==> config.mk <==
export PLATFORM = sky130hd
export DESIGN_NAME = hks_dist
export DESIGN_NICKNAME = d
export VERILOG_FILES = /design/src/hdl/hamming_knn_search_defines.svh /design/src/hdl/hks_pkg.sv /design/src/hdl/hks_dist.sv
export SDC_FILE = /design/constraint.sdc
export NUM_CORES = 1
export LEC_CHECK = 0
export BUFFER_PORTS_ARGS = -buffer_cell sky130_fd_sc_hd__buf_2
export CAP_MARGIN = 20
export CORE_MARGIN = 4
export CORE_UTILIZATION = 25
export CTS_CLUSTER_SIZE = 16
export DETAILED_ROUTE_END_ITERATION = 6
export GPL_TIMING_DRIVEN = 0
export SETUP_SLACK_MARGIN = 0.1
export SYNTH_ARGS = -nofsm -noshare
export SYNTH_HDL_FRONTEND = slang
export SYNTH_SLANG_ARGS = --single-unit
==> constraint.sdc <==
create_clock -name clk -period 4.5 [get_ports clk]
set_input_delay 0.9 -clock clk [delete_from_list [all_inputs] [get_ports clk]]
set_output_delay 0.9 -clock clk [all_outputs]
set_load 0.01 [all_outputs]
==> src/hdl/hamming_knn_search_defines.svh <==
// Assertion macros shared by the search block's checking code.
`ifndef HAMMING_KNN_SEARCH_DEFINES_SVH
`define HAMMING_KNN_SEARCH_DEFINES_SVH

// Same-cycle implication, sampled on clk, quiet while arst_n is low.
`define HKS_ASSERT_SAME(name, ante, cons, msg) \
	name: assert property (@(posedge clk) disable iff (!arst_n) (ante) |-> (cons)) \
		else $error(msg);

// Next-cycle implication, sampled on clk, quiet while arst_n is low.
`define HKS_ASSERT_NEXT(name, ante, cons, msg) \
	name: assert property (@(posedge clk) disable iff (!arst_n) (ante) |=> (cons)) \
		else $error(msg);

`endif

==> src/hdl/hks_pkg.sv <==
// Shared constants, types and sequencer states of the Hamming k-NN search block.
package hks_pkg;

	// default sizes
	localparam int MAX_ENTRIES_DEF  = 256;
	localparam int VECTOR_WORDS_DEF = 16;
	localparam int KEEP_MAX_DEF     = 16;

	// field widths
	localparam int WORD_W      = 64;
	localparam int ENTRY_IDX_W = 8;
	localparam int WORD_IDX_W  = 4;
	localparam int DIST_W      = 11;
	localparam int KEEP_CNT_W  = 5;   // holds a list size up to the largest KEEP_MAX
	localparam int ENTRIES_W   = 9;
	localparam int CFG_IDX_W   = 1;
	localparam int CFG_DATA_W  = 9;

	// stream word layout
	localparam int S_TDATA_W = 80;
	localparam int M_TDATA_W = 8;

	// request kinds
	localparam logic REQ_WRITE = 1'b0;
	localparam logic REQ_QUERY = 1'b1;

	// register indexes
	localparam logic [CFG_IDX_W-1:0] CFG_ENTRIES_IN_USE   = 1'b0;
	localparam logic [CFG_IDX_W-1:0] CFG_NEIGHBORS_WANTED = 1'b1;

	typedef enum logic [2:0] {
		ST_IDLE,
		ST_ISSUE,
		ST_DRAIN,
		ST_UPDATE,
		ST_EMIT
	} hks_state_t;

	// request from the sequencer to the keep list
	typedef struct packed {
		logic                   clear;
		logic                   upd;
		logic [ENTRY_IDX_W-1:0] index;
		logic [DIST_W-1:0]      distance;
		logic [KEEP_CNT_W-1:0]  keep;
	} hks_list_cmd_t;

	// keep list status back to the sequencer
	typedef struct packed {
		logic                  busy;
		logic [KEEP_CNT_W-1:0] count;
	} hks_list_sts_t;

endpackage

==> src/hdl/hks_dist.sv <==
// Distance unit: popcount of one XORed word per cycle, accumulated over a vector.
module hks_dist (
	input  logic                       clk,
	input  logic                       arst_n,
	input  logic                       in_valid,
	input  logic                       in_first,
	input  logic                       in_last,
	input  logic [hks_pkg::WORD_W-1:0] qword,
	input  logic [hks_pkg::WORD_W-1:0] sword,
	output logic [hks_pkg::DIST_W-1:0] distance,
	output logic                       done
);

	import hks_pkg::*;

	localparam int POP_W = $clog2(WORD_W + 1);

	// byte-wise popcount, then sum of the eight byte counts
	function automatic logic [POP_W-1:0] pop64(input logic [WORD_W-1:0] x);
		logic [POP_W-1:0] sum;
		logic [3:0]       b;
		sum = '0;
		for (int i = 0; i < WORD_W / 8; i++) begin
			b = '0;
			for (int j = 0; j < 8; j++) begin
				b = b + 4'(x[i*8+j]);
			end
			sum = sum + POP_W'(b);
		end
		return sum;
	endfunction

	logic [POP_W-1:0]  pop_s2;
	logic              valid_s2;
	logic              first_s2;
	logic              last_s2;
	logic [DIST_W-1:0] acc_q;
	logic              done_q;

	// stage 2: popcount of the differing bits
	always_ff @(posedge clk or negedge arst_n) begin
		if (!arst_n) begin
			valid_s2 <= 1'b0;
		end else begin
			valid_s2 <= in_valid;
		end
	end

	always_ff @(posedge clk) begin
		pop_s2   <= pop64(qword ^ sword);
		first_s2 <= in_first;
		last_s2  <= in_last;
	end

	// accumulate; done pulses once the last word is in
	always_ff @(posedge clk or negedge arst_n) begin
		if (!arst_n) begin
			done_q <= 1'b0;
		end else begin
			done_q <= valid_s2 & last_s2;
		end
	end

	always_ff @(posedge clk) begin
		if (valid_s2) begin
			acc_q <= (first_s2 ? '0 : acc_q) + DIST_W'(pop_s2);
		end
	end

	assign distance = acc_q;
	assign done     = done_q;

endmodule

==> out/metrics.yaml, run 1 <==
outcome:
  status: "finished, violations left"
  failed_checks: "setup timing"
critical_path:
  crit_type: "in2reg"
  worstPathMaxFanout: 2
  worst-endpoint-arrival_ns: 6.54
  start_kind: "input port"
  end_kind: "register"
  critical_path_required_ns: 4.64
hold_path:
  hold_path_class: "in2async"
synthesis:
  avgSynthCellArea_um2: 11.3
  synth_top_area_share: 0.359
  synth_edf_count: 11
  syn-num-nets: 481
  synth_cells: 271
  yosysUniqueCellTypes: 26
  synth.cell_area_um2: 3070
  ys_seq_area_frac: 0.183
  synth_top_cell_by_area: "fa_1"
  yosysMostFrequentCell: "fa_1"
  ys_warn_count: 0
  synthTopCellsByArea: "fa_1 (36%), xor2_1 (11%), edfxtp_1 (11%), xnor2_1 (11%), ha_1 (9.0%)"
  synth_common_cells: "fa_1 (55), inv_1 (47), xor2_1 (39)"
  synth_top_flop_cell: "edfxtp_1"
  async_flop_share: 0.0909
  ys_ff_latch: 22
place:
  gp_routability_congestion: 0.732
  hpwl_mm: 5.92
  place_ws_ns: -2.24
  io_buffer_count: 144
route:
  vias: 2315
  drtIter0Drc: 19
  totalWireLength_mm: 6.43
  ant_nets: 0
  avgViaCountPerCell: 4.04
  wl_per_cell_um: 11.2
  dr.pass1.iters: 3
  drc: 0
timing:
  max_freq_mhz: 156
  rsz0062_at_grt: "true"
  postLayoutSetupSlackWorst_ns: -1.90
  slew_viol_final: 0
  finalClockSkew_ns: 0.00486
  fin_worst_hold_slack_ns: 0.424
  period_share: 1.42
  worstMarginPinSlew_ns: 0.517
  finalCriticalPeriod_ns: 6.40
  timing.slew.headroom: 0.655
  hold_viol_final: 0
  timing.setup.tns_ns: -11.17
  setup_viol: 7
finish:
  final_nets: 637
  drive_above_1_share: 0.432
  area_growth_pct: 39.9
  n_antenna_cell: 0
  nFillCells: 1221
grt:
  gr-usage-all-layers: 0.0968
  grt_pass1_vias: 2673
  grt_first_pass_wirelength_mm: 11.5
  antenna_found_initial: 0
  grt_start_max_net_pins: 13
  grt.overflow.total: 0
floorplanning:
  die_y_um: 119
  boundaryPins: 145
  die_area_um2: 14100
  die_x_um: 119
  core-area_um2: 12000
  initial_utilization: 0.255
  rows: 40
clock_tree:
  cts_tree: "done"
  clk_latency_ns: 0.25
  clkTransAtPathRegs_ns: 0.05
  numCtsBuffers: 3
  clkSinkCount: 22
  hold_buffers: 0
  cts.path.max_buffers: 2
  cts_htree_levels: 1
  clockRootBuffer: "clkbuf_16"
flow_run:
  drv_cap: 0
what timing repair did:
item	4_1_cts	5_1_grt
resized for setup	19	9
endpoints found under the setup margin	7	7
pin swaps	13	10
buffers inserted	8	0
gates cloned	0	0
metal layers:
metal | GRT usage | share of wire | routed length [um] | up-vias
met2 | 0.180 | 0.52 | 3360 | 82
li1 | - | - | - | 1136
met3 | 0.0158 | 0.059 | 380 | 4
met1 | 0.121 | 0.41 | 2660 | 1093
met5 | 0 | 0 | 0 | -
met4 | 0.00869 | 0.0039 | 25 | 0
flip-flops by register name (all words and copies together) (netlist names):
register	cells
distance	11
pop_s2	7
done	1
first_s2	1
last_s2	1
valid_s2	1
worst max-delay path: stages:
cell and delay, ns:
buf_6 0.10, xor2_2 0.17, fa_1 0.57, fa_2 0.45, fa_2 0.59, inv_2 0.05
fa_1 0.45, fa_1 0.51, inv_2 0.04, fa_1 0.53, inv_1 0.05, fa_1 0.45
fa_1 0.51, inv_2 0.04, ha_4 0.15, fa_2 0.35, a21o_1 0.20, a21oi_2 0.16
nor2b_1 0.06, o21ai_1 0.13, nand2b_1 0.08
worst paths after layout:
path,start,endpoint,slack [ns],cells past startpoint
worst max-delay path,qword[51],pop_s2[6]$_DFF_P_,-1.90,21
worst min-delay path,arst_n,done$_DFF_PN0_,0.42,1
worst max register to register,first_s2$_DFF_P_,distance[8]$_DFFE_PP_,2.06,10
worst min register to register,last_s2$_DFF_P_,done$_DFF_PN0_,0.44,1
max in group asynchronous,arst_n,valid_s2$_DFF_PN0_,3.98,1
min in group clk,last_s2$_DFF_P_,done$_DFF_PN0_,0.44,1
cell usage in the layout (no fill, tap or decap), drive strengths merged:
cell    count
nor2        7
o21bai      2
a211oi      1
nand2       3
o31a        1
inv        47
ha         22
or3         1
dfrtp       2
clkinv      1
and2        1
o211ai      3
xnor2      37
a21o        3
nand4       1
fa         55
o21a        2
o21ai       4
dfxtp       9
xor2       39
buf       151
nor2b       9
edfxtp     11
and3        1
a21oi       7
nand2b      2
clkbuf      4
stage by stage:
| step | util | cell area [um2] | cells |
|---|---|---|---|
| floorplan | - | 3120 | 271 |
| global placement | 0.335 | 4020 | 562 |
| detailed placement | 0.335 | 4020 | 562 |
| CTS | 0.353 | 4240 | 573 |
| global route | 0.357 | 4290 | 573 |
| finish | 0.357 | 4290 | 573 |
layout make-up:
type | count | area [um2] | area share
inverter | 47 | 176 | 0.0411
buffer | 1 | 3.75 | 0.000875
clock inverter | 1 | 3.75 | 0.000875
timing repair buffer | 151 | 818 | 0.191
multi-input combinational | 201 | 2470 | 0.576
clock buffer | 3 | 75.1 | 0.0175
sequential | 22 | 561 | 0.131
tap | 147 | 184 | 0.0429
logic make-up (layout without fill, tap and decap cells):
group	Yosys count	count (layout)	synth area share
AOI/OAI and AO/OA	23	23	0.0477
and+or+nand+nor	25	25	0.0453
DFF	22	22	0.183
xor gates and xnor gates	76	76	0.217
buffers and inverters	48	203	0.0587
adders and majority gates	77	77	0.449
Power of run 1 is left out: the tool's default activity adds up to more than one toggle a clock period on the data nets, which glitch-free logic cannot reach.
==> run 2, diff against run 1 <==
- CORE_UTILIZATION: 25 -> 50
- PLACE_DENSITY: default -> 0.85
==> out/metrics.yaml, run 2 (synthesis gave the netlist of run 1 again) <==
clock_tree:
  cts.path.max_buffers: 2
  cts_htree_levels: 1
  clockRootBuffer: "clkbuf_8"
  cts_tree: "done"
  clk_latency_ns: 0.26
  clkTransAtPathRegs_ns: 0.08
  clkSinkCount: 22
  numCtsBuffers: 3
route:
  drtIter0Drc: 72
  drc: 0
  ant_nets: 0
  wl_per_cell_um: 12.7
  vias: 2335
  dr.pass1.iters: 4
  avgViaCountPerCell: 4.69
  totalWireLength_mm: 6.32
finish:
  finalCoreUtilization: 0.693
  largest_reg_flops: 11
  final_nets: 634
  area_growth_pct: 33.8
  final_common_cell: "buf_2"
  fin_cells: 498
  final_cell_mix: "buf_2 (142), fa_1 (44), inv_1 (39), xnor2_1 (35), xor2_1 (35)"
  drive_above_1_share: 0.433
  design_area_um2: 4110
  n_antenna_cell: 0
grt:
  grt.overflow.total: 0
  gr-usage-all-layers: 0.178
  grt_first_pass_wirelength_mm: 10.7
  antenna_found_initial: 0
  grt_pass1_vias: 2704
  grt_start_max_net_pins: 14
critical_path:
  worstPathMaxFanout: 2
  worst-endpoint-arrival_ns: 6.53
  critPathBufInv: 5
  path_delay_family: "adder cells"
  worst_path_most_repeated_cell: "fa_2"
  end_kind: "register"
  crit_type: "in2reg"
  slowest_delay_ns: 0.60
  start_kind: "input port"
  cp_slowest_cell: "fa_2"
  path_cells: "buf_6, xor2_2, fa_1, inv_2, fa_1, inv_2, fa_1, fa_2, fa_2, fa_2, inv_2, fa_2, fa_1, inv_2, ha_4, fa_2, a21o_1, a21oi_2, nor2b_1, o21ai_1, nand2b_1"
  critical_path_required_ns: 4.65
flow_run:
  drv_cap: 0
floorplanning:
  initial_utilization: 0.518
  die_x_um: 86.3
  die_y_um: 86.3
  rows: 28
  boundaryPins: 145
  core-area_um2: 5920
  die_area_um2: 7450
timing:
  postLayoutSetupSlackWorst_ns: -1.87
  finalClockSkew_ns: 0.00461
  setup_viol: 7
  worstMarginPinSlew_ns: 0.483
  timing.slew.headroom: 0.678
  rsz0062_at_grt: "true"
  hold_viol_final: 0
  max_freq_mhz: 157
  finalCriticalPeriod_ns: 6.37
  period_share: 1.42
  slew_viol_final: 0
outcome:
  status: "finished, violations left"
  failed_checks: "setup timing"
place:
  io_buffer_count: 144
  gp_routability_congestion: 0.765
  dpl_cell_area_um2: 3930
  place_ws_ns: -2.24
  post-place-cells: 490
  hpwl_mm: 5.67
hold_path:
  hold_path_class: "in2async"
## run 2: cell types whose count changed in the layout (fill, tap and decap cells not counted), sizes merged
cell	before	now
buf	151	148
clkinv	1	0
bufinv	0	1
## run 2: worst reg2reg max path, stage by stage, from the launching register on
cell and delay [ns]:
dfxtp_1 0.33, clkbuf_1 0.37, nor2b_1 0.10, ha_1 0.24, inv_1 0.08, fa_1 0.26, nor2b_4 0.06, o31a_1 0.29
o211ai_1 0.23, xor2_1 0.18, nor2_1 0.05
## run 2: what timing repair did
action | 4_1_cts | 5_1_grt
endpoints found under the setup margin | 7 | 7
hold buffers | 0 | 0
gates resized for setup | 11 | 8
setup buffers | 3 | 1
hold endpoints to repair | 0 | 0
pin swaps | 9 | 17
## run 2: final cells by class
cell class	count	area, um2
Clock buffer	3	41.3
Tap cell	75	93.8
Timing Repair Buffer	148	763
Fill cell	445	1820
Clock inverter	1	30.0
Buffer	1	3.75
Inverter	47	176
Multi-Input combinational cell	201	2440
Sequential cell	22	561
## run 2: final timing paths
check,slack (ns),cells past startpoint,end,from
setup / recovery,-1.87,21,pop_s2[6]$_DFF_P_,qword[12]
hold / removal,0.40,1,done$_DFF_PN0_,arst_n
setup reg to reg,2.05,10,distance[10]$_DFFE_PP_,first_s2$_DFF_P_
hold reg to reg,0.44,1,done$_DFF_PN0_,last_s2$_DFF_P_
max in group asynchronous,4.01,1,valid_s2$_DFF_PN0_,arst_n
min in group clk,0.44,1,done$_DFF_PN0_,last_s2$_DFF_P_
## run 2: through the flow
stage / setup TNS (ns) / hold WS, ns
3_5_place_dp: -13.00 / 0.428
2_1_floorplan: -10.59 / 0.413
6_report: -10.89 / 0.401
4_1_cts: -11.07 / 0.401
5_1_grt: -11.75 / 0.397
3_3_place_gp: -12.42 / 0.420
## run 2: routing by layer
layer  global-route usage  vias up  wire length [um]
li1                     -     1129                 -
met1                0.195     1091              2130
met3               0.0228        9               537
met4               0.0340        0                76
met2                0.360      106              3580
met5                    0        -                 0
Power of run 2 is left out for the same reason.
==> run 3, diff against run 2 <==
- ABC_AREA: default -> 1
- PLACE_DENSITY: 0.85 -> 0.84
- TNS_END_PERCENT: default -> 30
==> out/metrics.yaml, run 3 <==
floorplanning:
  core-area_um2: 6310
  die_x_um: 88.6
  die_y_um: 88.6
  rows: 29
  initial_utilization: 0.514
  boundaryPins: 145
  die_area_um2: 7850
place:
  io_buffer_count: 144
  dpl_cell_area_um2: 4090
  gp_routability_congestion: 0.812
  hpwl_mm: 6.24
clock_tree:
  clkTransAtPathRegs_ns: 0.07
  numCtsBuffers: 3
  clkSinkCount: 22
  cts_htree_levels: 1
  cts.path.max_buffers: 2
  cts_tree: "done"
  clockRootBuffer: "clkbuf_8"
  clk_latency_ns: 0.27
critical_path:
  start_kind: "input port"
  end_kind: "register"
  critical_path_required_ns: 4.65
  slowest_delay_ns: 0.59
  cp_slowest_cell: "fa_2"
  worstPathMaxFanout: 2
  worst-endpoint-arrival_ns: 6.27
  r2r_cells: 11
  crit_type: "in2reg"
  path_cells: "buf_2, xor2_2, fa_1, fa_2, inv_2, fa_1, fa_1, fa_1, inv_2, fa_2, inv_2, fa_2, fa_1, inv_1, ha_2, fa_2, nand3_2, nand2_2, a21oi_2, o21bai_1"
  worst_path_most_repeated_cell: "fa_1"
grt:
  gr-usage-all-layers: 0.187
  antenna_found_initial: 0
  grt_pass1_vias: 2853
  grt_first_pass_wirelength_mm: 11.6
  grt_start_max_net_pins: 13
  grt.overflow.total: 0
synthesis:
  synth_top_cell_by_area: "fa_1"
  synth_common_cells: "inv_1 (65), fa_1 (55), nand2_1 (41), xor2_1 (41), xnor2_1 (31)"
  ys_ff_latch: 22
  syn-num-nets: 540
  yosysUniqueCellTypes: 22
  synth_cells: 330
  ys_warn_count: 0
  ys_seq_area_frac: 0.173
  synth_edf_count: 11
  synth.cell_area_um2: 3250
  synth_top_area_share: 0.339
  yosysMostFrequentCell: "inv_1"
  avgSynthCellArea_um2: 9.84
  synthTopCellsByArea: "fa_1 (34%), xor2_1 (11%), edfxtp_1 (10%), ha_1 (8.5%), xnor2_1 (8.4%)"
  async_flop_share: 0.0909
  synth_top_flop_cell: "edfxtp_1"
finish:
  final_common_cell: "buf_2"
  nFillCells: 498
  area_growth_pct: 31.7
  drive_above_1_share: 0.406
  largest_reg_flops: 11
  final_nets: 691
  design_area_um2: 4280
  n_antenna_cell: 0
  final_cell_mix: "buf_2 (142), inv_1 (58), fa_1 (44), nand2_1 (39), xor2_1 (35)"
timing:
  max_freq_mhz: 163
  fin_worst_hold_slack_ns: 0.411
  period_share: 1.36
  setup_viol: 7
  timing.slew.headroom: 0.637
  slew_viol_final: 0
  finalClockSkew_ns: 0.0115
  hold_viol_final: 0
  postLayoutSetupSlackWorst_ns: -1.62
  worstMarginPinSlew_ns: 0.544
  rsz0062_at_grt: "true"
  finalCriticalPeriod_ns: 6.12
outcome:
  status: "finished, violations left"
  failed_checks: "setup timing"
route:
  vias: 2570
  ant_nets: 0
  drc: 0
  highest_layer: "met4"
  wl_per_cell_um: 12.1
  totalWireLength_mm: 6.76
  dr.pass1.iters: 4
  dr_wl_met2_mm: 3.71
  met3_length_um: 429
  drtIter0Drc: 59
  met1_length_mm: 2.49
  avgViaCountPerCell: 4.61
flow_run:
  drv_cap: 0
hold_path:
  hold_path_class: "in2async"
[run 3: path summary, 6_finish.rpt]
check,startpoint,endpoint,slack (ns)
setup / recovery,sword[63],pop_s2[6]$_DFF_P_,-1.62
hold / removal,arst_n,valid_s2$_DFF_PN0_,0.41
setup reg to reg,first_s2$_DFF_P_,distance[10]$_DFFE_PP_,2.46
hold reg to reg,last_s2$_DFF_P_,done$_DFF_PN0_,0.41
max in group asynchronous,arst_n,done$_DFF_PN0_,4.00
min in group clk,last_s2$_DFF_P_,done$_DFF_PN0_,0.41
[run 3: kinds of logic after synthesis]
kind of cell	share of synthesized area
buffers and inverters	0.0832
XOR/XNOR	0.194
AO/OA/AOI/OAI	0.0131
flip-flops	0.173
AND/OR/NAND/NOR	0.113
adder cells (fa/ha/maj)	0.424
[run 3: layer usage]
metal,up-vias,global-route usage
li1,1284,-
met1,1179,0.214
met2,93,0.366
met3,14,0.0214
met4,0,0.0440
met5,-,0
[run 3: metrics by stage]
stage,setup slack (ns),TNS (ns),cells,utilization
finish,-1.62,-9.77,557,0.677
global placement,-1.94,-11.91,551,0.648
CTS,-1.63,-9.88,557,0.674
floorplan,-1.65,-10.11,330,-
global route,-1.79,-10.99,557,0.677
detailed placement,-2.03,-12.62,551,0.648
[run 3: critical path, delay by kind of cell]
family / cells / cell delay (ns)
compound gates: 2 / 0.22
simple gates: 2 / 0.14
fa+ha+maj: 10 / 4.55
buf+inv: 5 / 0.26
xor+xnor: 1 / 0.17
[run 3: area by class of cell]
class                           count  area [um2]  share of cell area
Multi-Input combinational cell    240        2550               0.597
Timing Repair Buffer              146         752               0.176
Sequential cell                    22         561               0.131
Inverter                           67         259              0.0606
Tap cell                           77        96.3              0.0225
Clock buffer                        4        45.0              0.0105
Buffer                              1        11.3             0.00263
[run 3: repair_timing]
action,in CTS,in global routing
pin swaps,23,5
endpoints found under the hold margin,0,0
buffers inserted,2,0
cloned,0,0
resized for setup,28,5
setup endpoints to repair,7,7
hold buffers,0,0
Power of run 3 is left out for the same reason.
